[src/rtl/core/tbd_pkg.sv]
`timescale 1ns / 1ps

package tbd_pkg;

    localparam logic [1:0] OP_START  = 2'd0;
    localparam logic [1:0] OP_DATA   = 2'd1;
    localparam logic [1:0] OP_LEADIN = 2'd2;
    localparam logic [1:0] OP_RDERR  = 2'd3;

    localparam logic [2:0] ST_OK      = 3'd0;
    localparam logic [2:0] ST_RDERR   = 3'd1;
    localparam logic [2:0] ST_CSUM    = 3'd2;
    localparam logic [2:0] ST_NOBLOCK = 3'd3;
    localparam logic [2:0] ST_EARLY   = 3'd4;

    localparam logic [7:0] SYNC_BYTE = 8'hFF;

    // stray counter covers both the sync hunt and the skip to the duplicate sync
    localparam int STRAY_W = 4;
    localparam logic [STRAY_W-1:0] SKIP_SYNC_LIMIT = 4'd9;

    // one queued request for the back end: a whole block or a single status result
    typedef struct packed {
        logic       emit;
        logic [2:0] status;
    } cmd_t;

    localparam int CMD_W = $bits(cmd_t);

endpackage

[src/rtl/core/tbd_cmd_fifo.sv]
`timescale 1ns / 1ps

module tbd_cmd_fifo #(
    parameter int W = 8
) (
    input  logic         aclk,
    input  logic         aresetn,
    input  logic         push,
    input  logic [W-1:0] push_data,
    input  logic         pop,
    output logic [W-1:0] head,
    output logic         empty,
    output logic         full
);
    logic [W-1:0] slot_reg [2];
    logic         rd_ptr_reg;
    logic         wr_ptr_reg;
    logic [1:0]   count_reg;

    assign head  = slot_reg[rd_ptr_reg];
    assign empty = (count_reg == 2'd0);
    assign full  = (count_reg == 2'd2);

    always_ff @(posedge aclk) begin
        if (push) begin
            slot_reg[wr_ptr_reg] <= push_data;
        end
    end

    always_ff @(posedge aclk) begin
        if (!aresetn) begin
            rd_ptr_reg <= 1'b0;
            wr_ptr_reg <= 1'b0;
            count_reg  <= 2'd0;
        end else begin
            if (push) begin
                wr_ptr_reg <= ~wr_ptr_reg;
            end
            if (pop) begin
                rd_ptr_reg <= ~rd_ptr_reg;
            end
            case ({push, pop})
                2'b10:   count_reg <= count_reg + 2'd1;
                2'b01:   count_reg <= count_reg - 2'd1;
                default: count_reg <= count_reg;
            endcase
        end
    end

endmodule

[src/rtl/core/tbd_front.sv]
`timescale 1ns / 1ps

module tbd_front #(
    parameter int MAX_BLOCK         = 64,
    parameter int SYNC_SEARCH_LIMIT = 8,
    parameter int LEN_W             = 7,
    parameter int ADDR_W            = 6
) (
    input  logic              aclk,
    input  logic              aresetn,
    input  logic              s_valid,
    output logic              s_ready,
    input  logic [1:0]        s_operation,
    input  logic [6:0]        s_expected_length,
    input  logic [7:0]        s_symbol_byte,
    input  logic              q_full,
    input  logic              back_busy,
    output logic              push,
    output tbd_pkg::cmd_t     push_cmd,
    output logic [LEN_W-1:0]  push_len,
    output logic              wr_en,
    output logic [ADDR_W-1:0] wr_addr,
    output logic [7:0]        wr_data
);
    import tbd_pkg::*;

    localparam logic [2:0] PH_IDLE     = 3'd0;
    localparam logic [2:0] PH_HUNT     = 3'd1;
    localparam logic [2:0] PH_FILL     = 3'd2;
    localparam logic [2:0] PH_CHECK    = 3'd3;
    localparam logic [2:0] PH_SKIPSYNC = 3'd4;
    localparam logic [2:0] PH_SKIPDATA = 3'd5;

    localparam int CMP_W = (LEN_W > 7) ? LEN_W : 7;

    logic [2:0]         phase_reg, phase_next;
    logic               retry_reg, retry_next;
    logic [STRAY_W-1:0] stray_reg, stray_next;
    logic [LEN_W-1:0]   fill_reg, fill_next;
    logic [LEN_W-1:0]   target_reg, target_next;
    logic [7:0]         sum_reg, sum_next;
    logic [LEN_W-1:0]   skip_reg, skip_next;
    logic               accept;
    logic [CMP_W-1:0]   len_wide;

    // the store may not change while the back end still reads a block out of it
    assign s_ready = !q_full && !((phase_reg == PH_FILL) && back_busy);
    assign accept  = s_valid && s_ready;
    assign len_wide = CMP_W'(s_expected_length);

    assign wr_addr  = fill_reg[ADDR_W-1:0];
    assign wr_data  = s_symbol_byte;
    assign push_len = target_reg;

    always_comb begin
        phase_next  = phase_reg;
        retry_next  = retry_reg;
        stray_next  = stray_reg;
        fill_next   = fill_reg;
        target_next = target_reg;
        sum_next    = sum_reg;
        skip_next   = skip_reg;
        push        = 1'b0;
        push_cmd    = '{emit: 1'b0, status: ST_OK};
        wr_en       = 1'b0;

        if (accept) begin
            if (s_operation == OP_START) begin
                if (len_wide > CMP_W'(MAX_BLOCK)) begin
                    target_next = LEN_W'(MAX_BLOCK);
                end else begin
                    target_next = LEN_W'(s_expected_length);
                end
                retry_next = 1'b0;
                skip_next  = '0;
                phase_next = PH_HUNT;
                stray_next = '0;
                fill_next  = '0;
                sum_next   = '0;
            end else begin
                case (phase_reg)
                    PH_HUNT: begin
                        if (s_operation == OP_RDERR) begin
                            push       = 1'b1;
                            push_cmd   = '{emit: 1'b0, status: ST_RDERR};
                            phase_next = PH_IDLE;
                        end else if (s_operation == OP_DATA) begin
                            if (s_symbol_byte == SYNC_BYTE) begin
                                fill_next  = '0;
                                sum_next   = '0;
                                stray_next = '0;
                                phase_next = (target_reg == '0) ? PH_CHECK : PH_FILL;
                            end else if (stray_reg >= STRAY_W'(SYNC_SEARCH_LIMIT)) begin
                                push       = 1'b1;
                                push_cmd   = '{emit: 1'b0, status: ST_NOBLOCK};
                                phase_next = PH_IDLE;
                            end else begin
                                stray_next = stray_reg + 1'b1;
                            end
                        end
                    end
                    PH_FILL: begin
                        if (s_operation == OP_RDERR) begin
                            push       = 1'b1;
                            push_cmd   = '{emit: 1'b0, status: ST_RDERR};
                            phase_next = PH_IDLE;
                        end else if (s_operation == OP_LEADIN) begin
                            push       = 1'b1;
                            push_cmd   = '{emit: 1'b0, status: ST_EARLY};
                            phase_next = PH_IDLE;
                        end else begin
                            wr_en     = 1'b1;
                            sum_next  = sum_reg + s_symbol_byte;
                            fill_next = fill_reg + 1'b1;
                            if (fill_next >= target_reg) begin
                                phase_next = PH_CHECK;
                            end
                        end
                    end
                    PH_CHECK: begin
                        if (s_operation == OP_RDERR) begin
                            push       = 1'b1;
                            push_cmd   = '{emit: 1'b0, status: ST_RDERR};
                            phase_next = PH_IDLE;
                        end else if (s_operation == OP_LEADIN || s_symbol_byte != sum_reg) begin
                            if (retry_reg) begin
                                push       = 1'b1;
                                push_cmd   = '{emit: 1'b0, status: ST_CSUM};
                                phase_next = PH_IDLE;
                            end else begin
                                retry_next = 1'b1;
                                phase_next = PH_HUNT;
                                stray_next = '0;
                                fill_next  = '0;
                                sum_next   = '0;
                            end
                        end else begin
                            push     = 1'b1;
                            push_cmd = '{emit: 1'b1, status: ST_OK};
                            if (retry_reg) begin
                                phase_next = PH_IDLE;
                            end else begin
                                phase_next = PH_SKIPSYNC;
                                stray_next = '0;
                            end
                        end
                    end
                    PH_SKIPSYNC: begin
                        if (s_operation == OP_DATA && s_symbol_byte == SYNC_BYTE) begin
                            phase_next = PH_SKIPDATA;
                            skip_next  = '0;
                        end else if (stray_reg >= SKIP_SYNC_LIMIT) begin
                            phase_next = PH_SKIPDATA;
                            skip_next  = '0;
                        end else begin
                            stray_next = stray_reg + 1'b1;
                        end
                    end
                    PH_SKIPDATA: begin
                        if (s_operation == OP_RDERR) begin
                            phase_next = PH_IDLE;
                        end else begin
                            // data plus checksum: target + 1 items in all
                            if (skip_reg >= target_reg) begin
                                phase_next = PH_IDLE;
                            end
                            skip_next = skip_reg + 1'b1;
                        end
                    end
                    default: begin
                        phase_next = PH_IDLE;
                    end
                endcase
            end
        end
    end

    always_ff @(posedge aclk) begin
        if (!aresetn) begin
            phase_reg  <= PH_IDLE;
            retry_reg  <= 1'b0;
            stray_reg  <= '0;
            fill_reg   <= '0;
            target_reg <= '0;
            sum_reg    <= '0;
            skip_reg   <= '0;
        end else begin
            phase_reg  <= phase_next;
            retry_reg  <= retry_next;
            stray_reg  <= stray_next;
            fill_reg   <= fill_next;
            target_reg <= target_next;
            sum_reg    <= sum_next;
            skip_reg   <= skip_next;
        end
    end

endmodule

[src/rtl/core/tbd_back.sv]
`timescale 1ns / 1ps

module tbd_back #(
    parameter int MAX_BLOCK = 64,
    parameter int LEN_W     = 7,
    parameter int ADDR_W    = 6
) (
    input  logic              aclk,
    input  logic              aresetn,
    input  logic              wr_en,
    input  logic [ADDR_W-1:0] wr_addr,
    input  logic [7:0]        wr_data,
    input  logic              q_empty,
    input  tbd_pkg::cmd_t     q_cmd,
    input  logic [LEN_W-1:0]  q_len,
    output logic              q_pop,
    output logic              busy,
    output logic              m_valid,
    input  logic              m_ready,
    output logic [7:0]        m_data_byte,
    output logic              m_byte_valid,
    output logic [2:0]        m_status,
    output logic              m_last
);
    import tbd_pkg::*;

    localparam logic [1:0] B_IDLE = 2'd0;
    localparam logic [1:0] B_READ = 2'd1;
    localparam logic [1:0] B_OUT  = 2'd2;

    logic [7:0]        store_mem [MAX_BLOCK];
    logic [7:0]        rd_data_reg;
    logic [1:0]        state_reg, state_next;
    logic [ADDR_W-1:0] idx_reg, idx_next;
    logic [LEN_W-1:0]  len_reg, len_next;
    logic              byte_mode_reg, byte_mode_next;
    logic [2:0]        status_reg, status_next;
    logic              at_end;

    always_ff @(posedge aclk) begin
        if (wr_en) begin
            store_mem[wr_addr] <= wr_data;
        end
        if (state_reg == B_READ) begin
            rd_data_reg <= store_mem[idx_reg];
        end
    end

    assign at_end = ((LEN_W'(idx_reg) + 1'b1) == len_reg);

    assign busy         = !q_empty || (state_reg != B_IDLE);
    assign m_valid      = (state_reg == B_OUT);
    assign m_data_byte  = byte_mode_reg ? rd_data_reg : 8'd0;
    assign m_byte_valid = byte_mode_reg;
    assign m_status     = byte_mode_reg ? ST_OK : status_reg;
    assign m_last       = byte_mode_reg ? at_end : 1'b1;

    always_comb begin
        state_next     = state_reg;
        idx_next       = idx_reg;
        len_next       = len_reg;
        byte_mode_next = byte_mode_reg;
        status_next    = status_reg;
        q_pop          = 1'b0;
        case (state_reg)
            B_IDLE: begin
                if (!q_empty) begin
                    q_pop       = 1'b1;
                    idx_next    = '0;
                    len_next    = q_len;
                    status_next = q_cmd.status;
                    if (q_cmd.emit && q_len != '0) begin
                        byte_mode_next = 1'b1;
                        state_next     = B_READ;
                    end else begin
                        // failures and the empty block give one status result
                        byte_mode_next = 1'b0;
                        state_next     = B_OUT;
                    end
                end
            end
            B_READ: begin
                state_next = B_OUT;
            end
            B_OUT: begin
                if (m_ready) begin
                    if (!byte_mode_reg || at_end) begin
                        state_next = B_IDLE;
                    end else begin
                        idx_next   = idx_reg + 1'b1;
                        state_next = B_READ;
                    end
                end
            end
            default: begin
                state_next = B_IDLE;
            end
        endcase
    end

    always_ff @(posedge aclk) begin
        if (!aresetn) begin
            state_reg <= B_IDLE;
        end else begin
            state_reg <= state_next;
        end
        idx_reg       <= idx_next;
        len_reg       <= len_next;
        byte_mode_reg <= byte_mode_next;
        status_reg    <= status_next;
    end

endmodule

[src/rtl/core/tape_block_deframer_core.sv]
`timescale 1ns / 1ps
// channel  | ports                                              | direction
// ---------+----------------------------------------------------+----------
// input    | s_valid s_ready s_operation s_expected_length      | in
//          | s_symbol_byte                                      |
// result   | m_valid m_ready m_data_byte m_byte_valid m_status  | out
//          | m_last                                             |
//
// an input request is taken while the command queue has room, save as below;
// the back end picks up a request, then gives each byte by a store read and then
// the output register, and takes no new request until the last result is out.
// reset clears the control state only; the block store is never cleared.
// while the back end is busy (queue not empty or a result pending), every request in the fill phase is held off.

module tape_block_deframer_core #(
    parameter int MAX_BLOCK         = 64,
    parameter int SYNC_SEARCH_LIMIT = 8
) (
    input  logic       aclk,
    input  logic       aresetn,
    input  logic       s_valid,
    output logic       s_ready,
    input  logic [1:0] s_operation,
    input  logic [6:0] s_expected_length,
    input  logic [7:0] s_symbol_byte,
    output logic       m_valid,
    input  logic       m_ready,
    output logic [7:0] m_data_byte,
    output logic       m_byte_valid,
    output logic [2:0] m_status,
    output logic       m_last
);
    import tbd_pkg::*;

    localparam int LEN_W  = $clog2(MAX_BLOCK + 1);
    localparam int ADDR_W = (MAX_BLOCK > 1) ? $clog2(MAX_BLOCK) : 1;
    localparam int Q_W    = CMD_W + LEN_W;

    logic              q_full, q_empty, q_push, q_pop, back_busy;
    cmd_t              push_cmd, head_cmd;
    logic [LEN_W-1:0]  push_len, head_len;
    logic [Q_W-1:0]    q_head;
    logic              wr_en;
    logic [ADDR_W-1:0] wr_addr;
    logic [7:0]        wr_data;

    tbd_front #(
        .MAX_BLOCK        (MAX_BLOCK),
        .SYNC_SEARCH_LIMIT(SYNC_SEARCH_LIMIT),
        .LEN_W            (LEN_W),
        .ADDR_W           (ADDR_W)
    ) u_front (
        .aclk             (aclk),
        .aresetn          (aresetn),
        .s_valid          (s_valid),
        .s_ready          (s_ready),
        .s_operation      (s_operation),
        .s_expected_length(s_expected_length),
        .s_symbol_byte    (s_symbol_byte),
        .q_full           (q_full),
        .back_busy        (back_busy),
        .push             (q_push),
        .push_cmd         (push_cmd),
        .push_len         (push_len),
        .wr_en            (wr_en),
        .wr_addr          (wr_addr),
        .wr_data          (wr_data)
    );

    tbd_cmd_fifo #(
        .W(Q_W)
    ) u_queue (
        .aclk     (aclk),
        .aresetn  (aresetn),
        .push     (q_push),
        .push_data({push_cmd, push_len}),
        .pop      (q_pop),
        .head     (q_head),
        .empty    (q_empty),
        .full     (q_full)
    );

    assign head_cmd = cmd_t'(q_head[Q_W-1:LEN_W]);
    assign head_len = q_head[LEN_W-1:0];

    tbd_back #(
        .MAX_BLOCK(MAX_BLOCK),
        .LEN_W    (LEN_W),
        .ADDR_W   (ADDR_W)
    ) u_back (
        .aclk        (aclk),
        .aresetn     (aresetn),
        .wr_en       (wr_en),
        .wr_addr     (wr_addr),
        .wr_data     (wr_data),
        .q_empty     (q_empty),
        .q_cmd       (head_cmd),
        .q_len       (head_len),
        .q_pop       (q_pop),
        .busy        (back_busy),
        .m_valid     (m_valid),
        .m_ready     (m_ready),
        .m_data_byte (m_data_byte),
        .m_byte_valid(m_byte_valid),
        .m_status    (m_status),
        .m_last      (m_last)
    );

endmodule
[config.mk]
export PLATFORM = sky130hd
export DESIGN_NAME = tape_block_deframer_core
export DESIGN_NICKNAME = d
export VERILOG_FILES = /design/src/rtl/core/tbd_pkg.sv /design/src/rtl/core/tbd_cmd_fifo.sv /design/src/rtl/core/tbd_front.sv /design/src/rtl/core/tbd_back.sv /design/src/rtl/core/tape_block_deframer_core.sv
export SDC_FILE = /design/constraint.sdc
export NUM_CORES = 1
export LEC_CHECK = 0
export BUFFER_PORTS_ARGS = -buffer_cell sky130_fd_sc_hd__buf_2
export CAP_MARGIN = 20
export CORE_ASPECT_RATIO = 0.8
export CORE_UTILIZATION = 33
export CTS_CLUSTER_DIAMETER = 40
export DETAILED_ROUTE_END_ITERATION = 7
export GPL_TIMING_DRIVEN = 1
export SLEW_MARGIN = 20
export SYNTH_ARGS = -nofsm -noshare
export SYNTH_HDL_FRONTEND = slang
export SYNTH_SLANG_ARGS = --single-unit
[constraint.sdc]
create_clock -name aclk -period 3.56 [get_ports aclk]
set_clock_uncertainty 0.15 [all_clocks]
set_input_delay 0.178 -clock aclk [delete_from_list [all_inputs] [get_ports aclk]]
set_output_delay 0.178 -clock aclk [all_outputs]
set_load 0.03 [all_outputs]
==> results of run 1 <==
final timing paths:
| path | start | endpoint | slack, ps | depth (start not counted) |
|---|---|---|---|---|
| max | u_back.idx_reg[2]$_SDFFCE_PN0P_ | m_last | 200 | 6 |
| min | s_valid | u_front.retry_reg$_SDFFE_PN0P_ | 60 | 5 |
| max reg2reg | u_front.phase_reg[1]$_SDFFE_PN0P_ | u_back.store_mem[21][3]$_DFFE_PP_ | 410 | 6 |
| min reg2reg | u_queue.rd_ptr_reg$_SDFFE_PN0P_ | u_queue.rd_ptr_reg$_SDFFE_PN0P_ | 360 | 2 |
metal layers:
layer | GRT usage, % | vias to the layer above
li1 | - | 6075
met1 | 23.6 | 7009
met2 | 23.0 | 559
met3 | 3.33 | 84
met4 | 3.85 | 2
met5 | 0 | -
cell usage after synthesis (12+ instances only):
| library cell | count |
|---|---|
| a21oi_1 | 42 |
| a22oi_1 | 41 |
| and2_1 | 14 |
| buf_1 | 12 |
| buf_2 | 25 |
| clkbuf_1 | 44 |
| dfxtp_1 | 44 |
| edfxtp_1 | 559 |
| ha_1 | 34 |
| inv_1 | 28 |
| mux2i_1 | 73 |
| mux4_2 | 96 |
| nand2_1 | 24 |
| nand3_1 | 26 |
| nand3b_1 | 14 |
| nor2_1 | 129 |
| nor3_1 | 19 |
| o21ai_0 | 12 |
| o221ai_1 | 32 |
| o22ai_1 | 25 |
| xnor2_1 | 19 |
| xor2_1 | 14 |
power groups by stage:
| stage | Combinational, mW | Clock, mW | Sequential, mW |
|---|---|---|---|
| 5_1_grt | 3.66 | 6.94 | 8.06 |
| 2_1_floorplan | 2.30 | 0 | 8.10 |
| 4_1_cts | 3.44 | 6.69 | 8.05 |
| 6_report | 3.43 | 6.57 | 8.05 |
| 3_3_place_gp | 3.38 | 0 | 8.19 |
| 3_5_place_dp | 3.42 | 0 | 8.20 |
per-stage QoR:
step           std cells  area [um^2]  total power [mW]
4_1_cts             2637        28900              18.2
3_5_place_dp        2507        26700              11.6
2_1_floorplan       1448        24700              10.4
5_1_grt             2637        28900              18.7
6_report            2638        28900              18.0
3_3_place_gp        2507        26700              11.6
final cells by class:
cell class | count | area, um^2
flip-flops and latches | 603 | 17700
multi-input cells | 734 | 6590
clock inverters | 35 | 413
diodes | 1 | 2.50
inverters | 29 | 109
well taps | 1001 | 1250
fillers | 6757 | 45000
repair buffers | 157 | 1210
clock buffers | 78 | 1650
layout by cell type (no fill, tap or decap), types with 34 or more instances in the layout:
master and n:
edfxtp_1 559, nor2_1 129, buf_4 99, mux4_2 96
mux2i_1 73, clkbuf_16 63, dfxtp_1 44, a21oi_1 42
a22oi_1 41, buf_2 35, ha_1 34
worst max-delay path: cells and delay by family (launching register included):
kind                   cells  cell delay, ps
XOR/XNOR                   2             460
AO/OA/AOI/OAI              1             560
buffers and inverters      1             290
flip-flops                 1             650
AND/OR/NAND/NOR            2             430
repair_timing:
action,4_1_cts,5_1_grt
resized for setup,0,0
endpoints found under the hold margin,34,0
hold buffers,17,0
cells by family (layout without fill, tap and decap cells):
group | count (synthesis) | in the layout | synth area share, %
xor gates and xnor gates | 33 | 33 | 1.17
other | 0 | 1 | 0
DFF | 603 | 603 | 71.5
AOI/OAI and AO/OA | 195 | 195 | 5.55
muxes | 177 | 177 | 12.1
adders and majority gates | 35 | 35 | 1.80
buffers and inverters | 111 | 299 | 1.84
and+or+nand+nor | 294 | 294 | 6.03
==> qor.yml, run 1 <==
outcome:
  status: "finished clean"
timing:
  tightest_slew_ps: 1090
  finalSetupTns_ps: 0
  fmax_mhz: 298
  fin_crit_ps: 3360
  holdWs_ps: 60.3
  setup_viol: 0
  hold_viol: 0
  layout_setup_ws_ps: 203
  timing.slew.headroom_pct: 26.3
  rsz0062_at_grt: "false"
  slew_viol_final: 0
  finalCritPeriodShare_pct: 94.3
floorplanning:
  dieArea_um2: 76000
  initial_utilization_pct: 33.4
  ios: 36
  die_w_um: 308
  std_cell_rows: 89
  core_region_area_um2: 73900
  die_height_um: 247
power:
  sw_frac_of_total_pct: 27.3
  pwr-share-comb_pct: 19.0
  p_sw_mw: 4.92
  vdd_drop_max_uv: 425
  p_seq_share_pct: 44.6
  p_per_area_nw_per_um2: 625
  p_leak_nw: 9.36
  p_int_mw: 13.1
  clockPowerShare_pct: 36.4
worst_setup_path:
  worstSetupEndpointType: "output port"
  crit_path_top_delay_cell: "edfxtp_1"
  critical_path_arrival_ps: 3030
  path_cells: "and2_1 -> nand4_1 -> xor2_1 -> xnor2_1 -> o41ai_2 -> buf_2"
  worstSetupPathType: "reg2out"
  crit_path_start_kind: "register"
  crit_required_ps: 3230
  worstPathMaxFanout: 9
  cp_slowest_stage_delay_ps: 650
synthesis:
  syn_nets: 1504
  ys_warn_count: 0
  synth_top_area_cell: "edfxtp_1"
  synth.ff_latch_count: 603
  syn_avg_cell_area_um2: 17.1
  synth_flop_cell: "edfxtp_1"
  yosysTopAreaCellShare_pct: 68.0
  synthesis.instances: 1448
  synth-edff-count: 559
  syn_area_um2: 24700
  ys_seq_area_share_pct: 71.5
  synthDistinctLibCells: 67
  synthTopCellsByArea: "edfxtp_1 68%, mux4_2 8.8%, dfxtp_1 3.6%"
  synth_async_sr_flop_share_pct: 0
place:
  io_buffers: 35
  dp_hpwl_mm: 38.4
  pre_cts_slack_ps: 407
  gp_congestion: 0.897
clock_tree:
  clk_latency_ps: 620
  cts_buffer_depth: 3
  postCtsSetupBuffers: 0
  cts-root-buf: "clkbuf_16"
  cts_buffers: 61
  cts_tree: "done"
  htreeDepth: 2
  clk_pin_slew_ps: 60
  clock_sinks: 603
routing:
  ant_nets: 0
  wire_per_inst_um: 22.7
  drc_errors: 0
  wl_met2_mm: 25.9
  drt_wl_total_mm: 59.8
  topRoutingLayerUsed: "met5"
  drt-initial-drc-count: 1653
  viasPerCell: 5.20
  num_vias: 13700
  first_pass_iters: 6
  wl_met1_mm: 27.9
  met3WireLength_mm: 4.80
job:
  cap_violations: 0
global_routing:
  grt_pass1_vias: 13600
  track_usage_pct: 15.7
  grt-ovfl-total: 0
  grt_max_degree: 77
  antenna_found_initial: 1
  grt_pass1_wl_mm: 88.2
min_path:
  worstHoldPathType: "in2reg"
final_layout:
  area_delta_synth_final_pct: 17.0
  final_util_pct: 39.1
  largest_register_ffs: 512
  nets: 1642
  drive_gt1_share_pct: 21.8
Note: power is estimated with default switching activity, not from simulation.
==> run 2: changes to the inputs <==
--- a/config.mk
+++ b/config.mk
@@ -8,6 +8,7 @@
 export BUFFER_PORTS_ARGS = -buffer_cell sky130_fd_sc_hd__buf_2
 export CAP_MARGIN = 20
 export CORE_ASPECT_RATIO = 0.8
+export CORE_MARGIN = 3
 export CORE_UTILIZATION = 33
 export CTS_CLUSTER_DIAMETER = 40
 export DETAILED_ROUTE_END_ITERATION = 7
==> constraint.sdc (replaced) <==
create_clock -name aclk -period 4.2 [get_ports aclk]
set_clock_uncertainty 0.15 [all_clocks]
set_input_delay 0.21 -clock aclk [delete_from_list [all_inputs] [get_ports aclk]]
set_output_delay 0.21 -clock aclk [all_outputs]
set_load 0.03 [all_outputs]
==> qor.yml, run 2 (synthesis gave the netlist of run 1 again) <==
worst_setup_path:
  r2r_end: "u_back.store_mem[0][4]$_DFFE_PP_"
  worstPathMaxFanout: 11  # +2
  critPathBufInv: 0  # -1
  crit_path_top_delay_cell: "nor2_1"
  crit_required_ps: 4280  # +1050 ps
  worstReg2RegStart: "u_front.phase_reg[1]$_SDFFE_PN0P_"
  reg2reg_slack_ps: 700  # +290 ps
  crit_path_start_kind: "register"
  path_cells: "or3b_1 -> or3_4 -> nor4_4 -> nand2_1 -> nor2_1"
  crit_family: "simple AND/OR/NAND/NOR gates"
  cp.depth: 5  # -1
  worstSetupPathType: "reg2reg"
  cp_slowest_stage_delay_ps: 730  # +80 ps
  rr_worst_depth: 5  # -1
  critical_path_arrival_ps: 3580  # +550 ps
  worstSetupEndpointType: "register"
floorplanning:
  initial_utilization_pct: 33.4  # unchanged
  dieArea_um2: 78200  # +2.9%
  die_height_um: 251  # +1.6%
  core_region_area_um2: 73900  # unchanged
  ios: 36  # unchanged
  die_w_um: 312  # +1.3%
  std_cell_rows: 89  # unchanged
routing:
  drt-initial-drc-count: 1808  # +9.4%
  first_pass_iters: 5  # -1
  num_vias: 13800  # +0.31%
  viasPerCell: 5.28  # +1.5%
  drc_errors: 0  # unchanged
  drt_wl_total_mm: 60.8  # +1.8%
  ant_nets: 0  # unchanged
  wire_per_inst_um: 23.3  # +3.0%
global_routing:
  grt-ovfl-total: 0  # unchanged
  track_usage_pct: 15.3  # -0.44 points
  grt_pass1_wl_mm: 90.6  # +2.7%
  antenna_found_initial: 2  # +1
  grt_max_degree: 89  # +16%
  grt_pass1_vias: 13700  # +0.73%
place:
  dpl_cell_area_um2: 26400  # -0.94%
  place_inst: 2476  # -1.2%
  pre_cts_slack_ps: 688  # +281 ps
  io_buffers: 35  # unchanged
  gp_congestion: 0.928  # +3.5%
  dp_hpwl_mm: 39.6  # +3.1%
final_layout:
  final_cell_mix: "559 x edfxtp_1, 129 x nor2_1, 96 x mux4_2"
  area_delta_synth_final_pct: 15.7
  final_cells: 2608  # -1.1%
  finalInstanceArea_um2: 28600  # -1.1%
  largest_register_ffs: 512  # unchanged
  final_util_pct: 38.6  # -0.45 points
  multi_input_area_um2: 6590  # about the same
  nets: 1611  # -1.9%
  nFillCells: 6774  # +0.25%
  final_common_cell: "edfxtp_1"
  layout.area.seq_um2: 17700  # unchanged
  diodes: 0  # -1
  drive_gt1_share_pct: 20.5  # -1.2 points
timing:
  hold_viol: 0  # unchanged
  finalSetupTns_ps: 0  # unchanged
  holdWs_ps: 65.5  # +5.24 ps
  fmax_mhz: 286
  tightest_slew_ps: 1030  # -59.5 ps
  rsz0062_at_grt: "false"
  finalCritPeriodShare_pct: 83.3
  setup_viol: 0  # unchanged
  layout_setup_ws_ps: 701  # +498 ps
  slew_viol_final: 0  # unchanged
  fin_crit_ps: 3500
  timing.slew.headroom_pct: 31.2  # +4.9 points
power:
  p_per_area_nw_per_um2: 526  # -16%
  p_leak_nw: 9.17  # -2.0%
  vdd_drop_max_uv: 343  # -19%
  totalPowerFinal_mw: 15.0  # -17%
clock_tree:
  cts_resized: 0  # unchanged
  cts_tree: "done"
  cts_buffers: 61  # unchanged
  ctsHoldBuffers: 17  # unchanged
  cts-root-buf: "clkbuf_16"
  clock_sinks: 603  # unchanged
  postCtsSetupBuffers: 0  # unchanged
  cts_buffer_depth: 3  # unchanged
  clk_pin_slew_ps: 60  # about the same
  htreeDepth: 2  # unchanged
  clk_latency_ps: 610  # about the same
min_path:
  worstHoldPathCells: 3  # -2
  min_to: "u_queue.slot_reg[1][9]$_DFFE_PP_"
  min_from: "s_valid"
  worstHoldPathType: "in2reg"
job:
  cap_violations: 0  # unchanged
outcome:
  status: "finished clean"
==> run 2: cell count changes in the layout (fill, tap and decap cells not counted), sizes merged <==
cell and change:
buf -31, bufinv -3, clkbuf -10, clkinv +14, clkinvlp -1, diode -1
inv +2
==> run 2: power breakdown <==
| part | internal [mW] | switching (mW) | leakage [nW] |
|---|---|---|---|
| Sequential | 6.70 | 0.149 | 5.38 |
| Combinational | 1.15 | 1.70 | 2.81 |
| Clock | 2.97 | 2.36 | 0.976 |
| Total | 10.8 | 4.21 | 9.17 |
==> run 2: worst reg2reg max path, cell delays in order, from the launching register on <==
cell,delay (ps)
dfxtp_1,500
or3b_1,560
or3_4,420
nor4_4,230
nand2_1,540
nor2_1,740
==> run 2: worst max-delay path by stage <==
stage	from	end	slack (ps)
3_3_place_gp	u_front.phase_reg[1]$_SDFFE_PN0P_	u_back.store_mem[0][3]$_DFFE_PP_	870
4_1_cts	u_front.phase_reg[1]$_SDFFE_PN0P_	u_back.store_mem[16][5]$_DFFE_PP_	730
5_1_grt	u_front.phase_reg[1]$_SDFFE_PN0P_	u_back.store_mem[0][3]$_DFFE_PP_	520
2_1_floorplan	u_back.idx_reg[0]$_SDFFCE_PN0P_	u_back.idx_reg[0]$_SDFFCE_PN0P_	570
3_5_place_dp	u_front.phase_reg[1]$_SDFFE_PN0P_	u_back.store_mem[0][4]$_DFFE_PP_	690
6_report	u_front.phase_reg[1]$_SDFFE_PN0P_	u_back.store_mem[0][4]$_DFFE_PP_	700
==> run 2: area by class of cell <==
cell class / instances / area share, %
Sequential cell: 603 / 61.8
Multi-Input combinational cell: 734 / 23.1
Clock buffer: 68 / 5.47
Tap cell: 1001 / 4.38
Timing Repair Buffer: 126 / 3.37
Clock inverter: 47 / 1.49
Inverter: 29 / 0.381
==> run 2: layer usage <==
metal  up-vias  GRT usage [%]  wire [um]
li1       6011              -          -
met1      7031           23.3      27700
met2       636           21.8      25800
met3        94           4.04       5990
met4         0           3.28       1350
met5         -              0          0
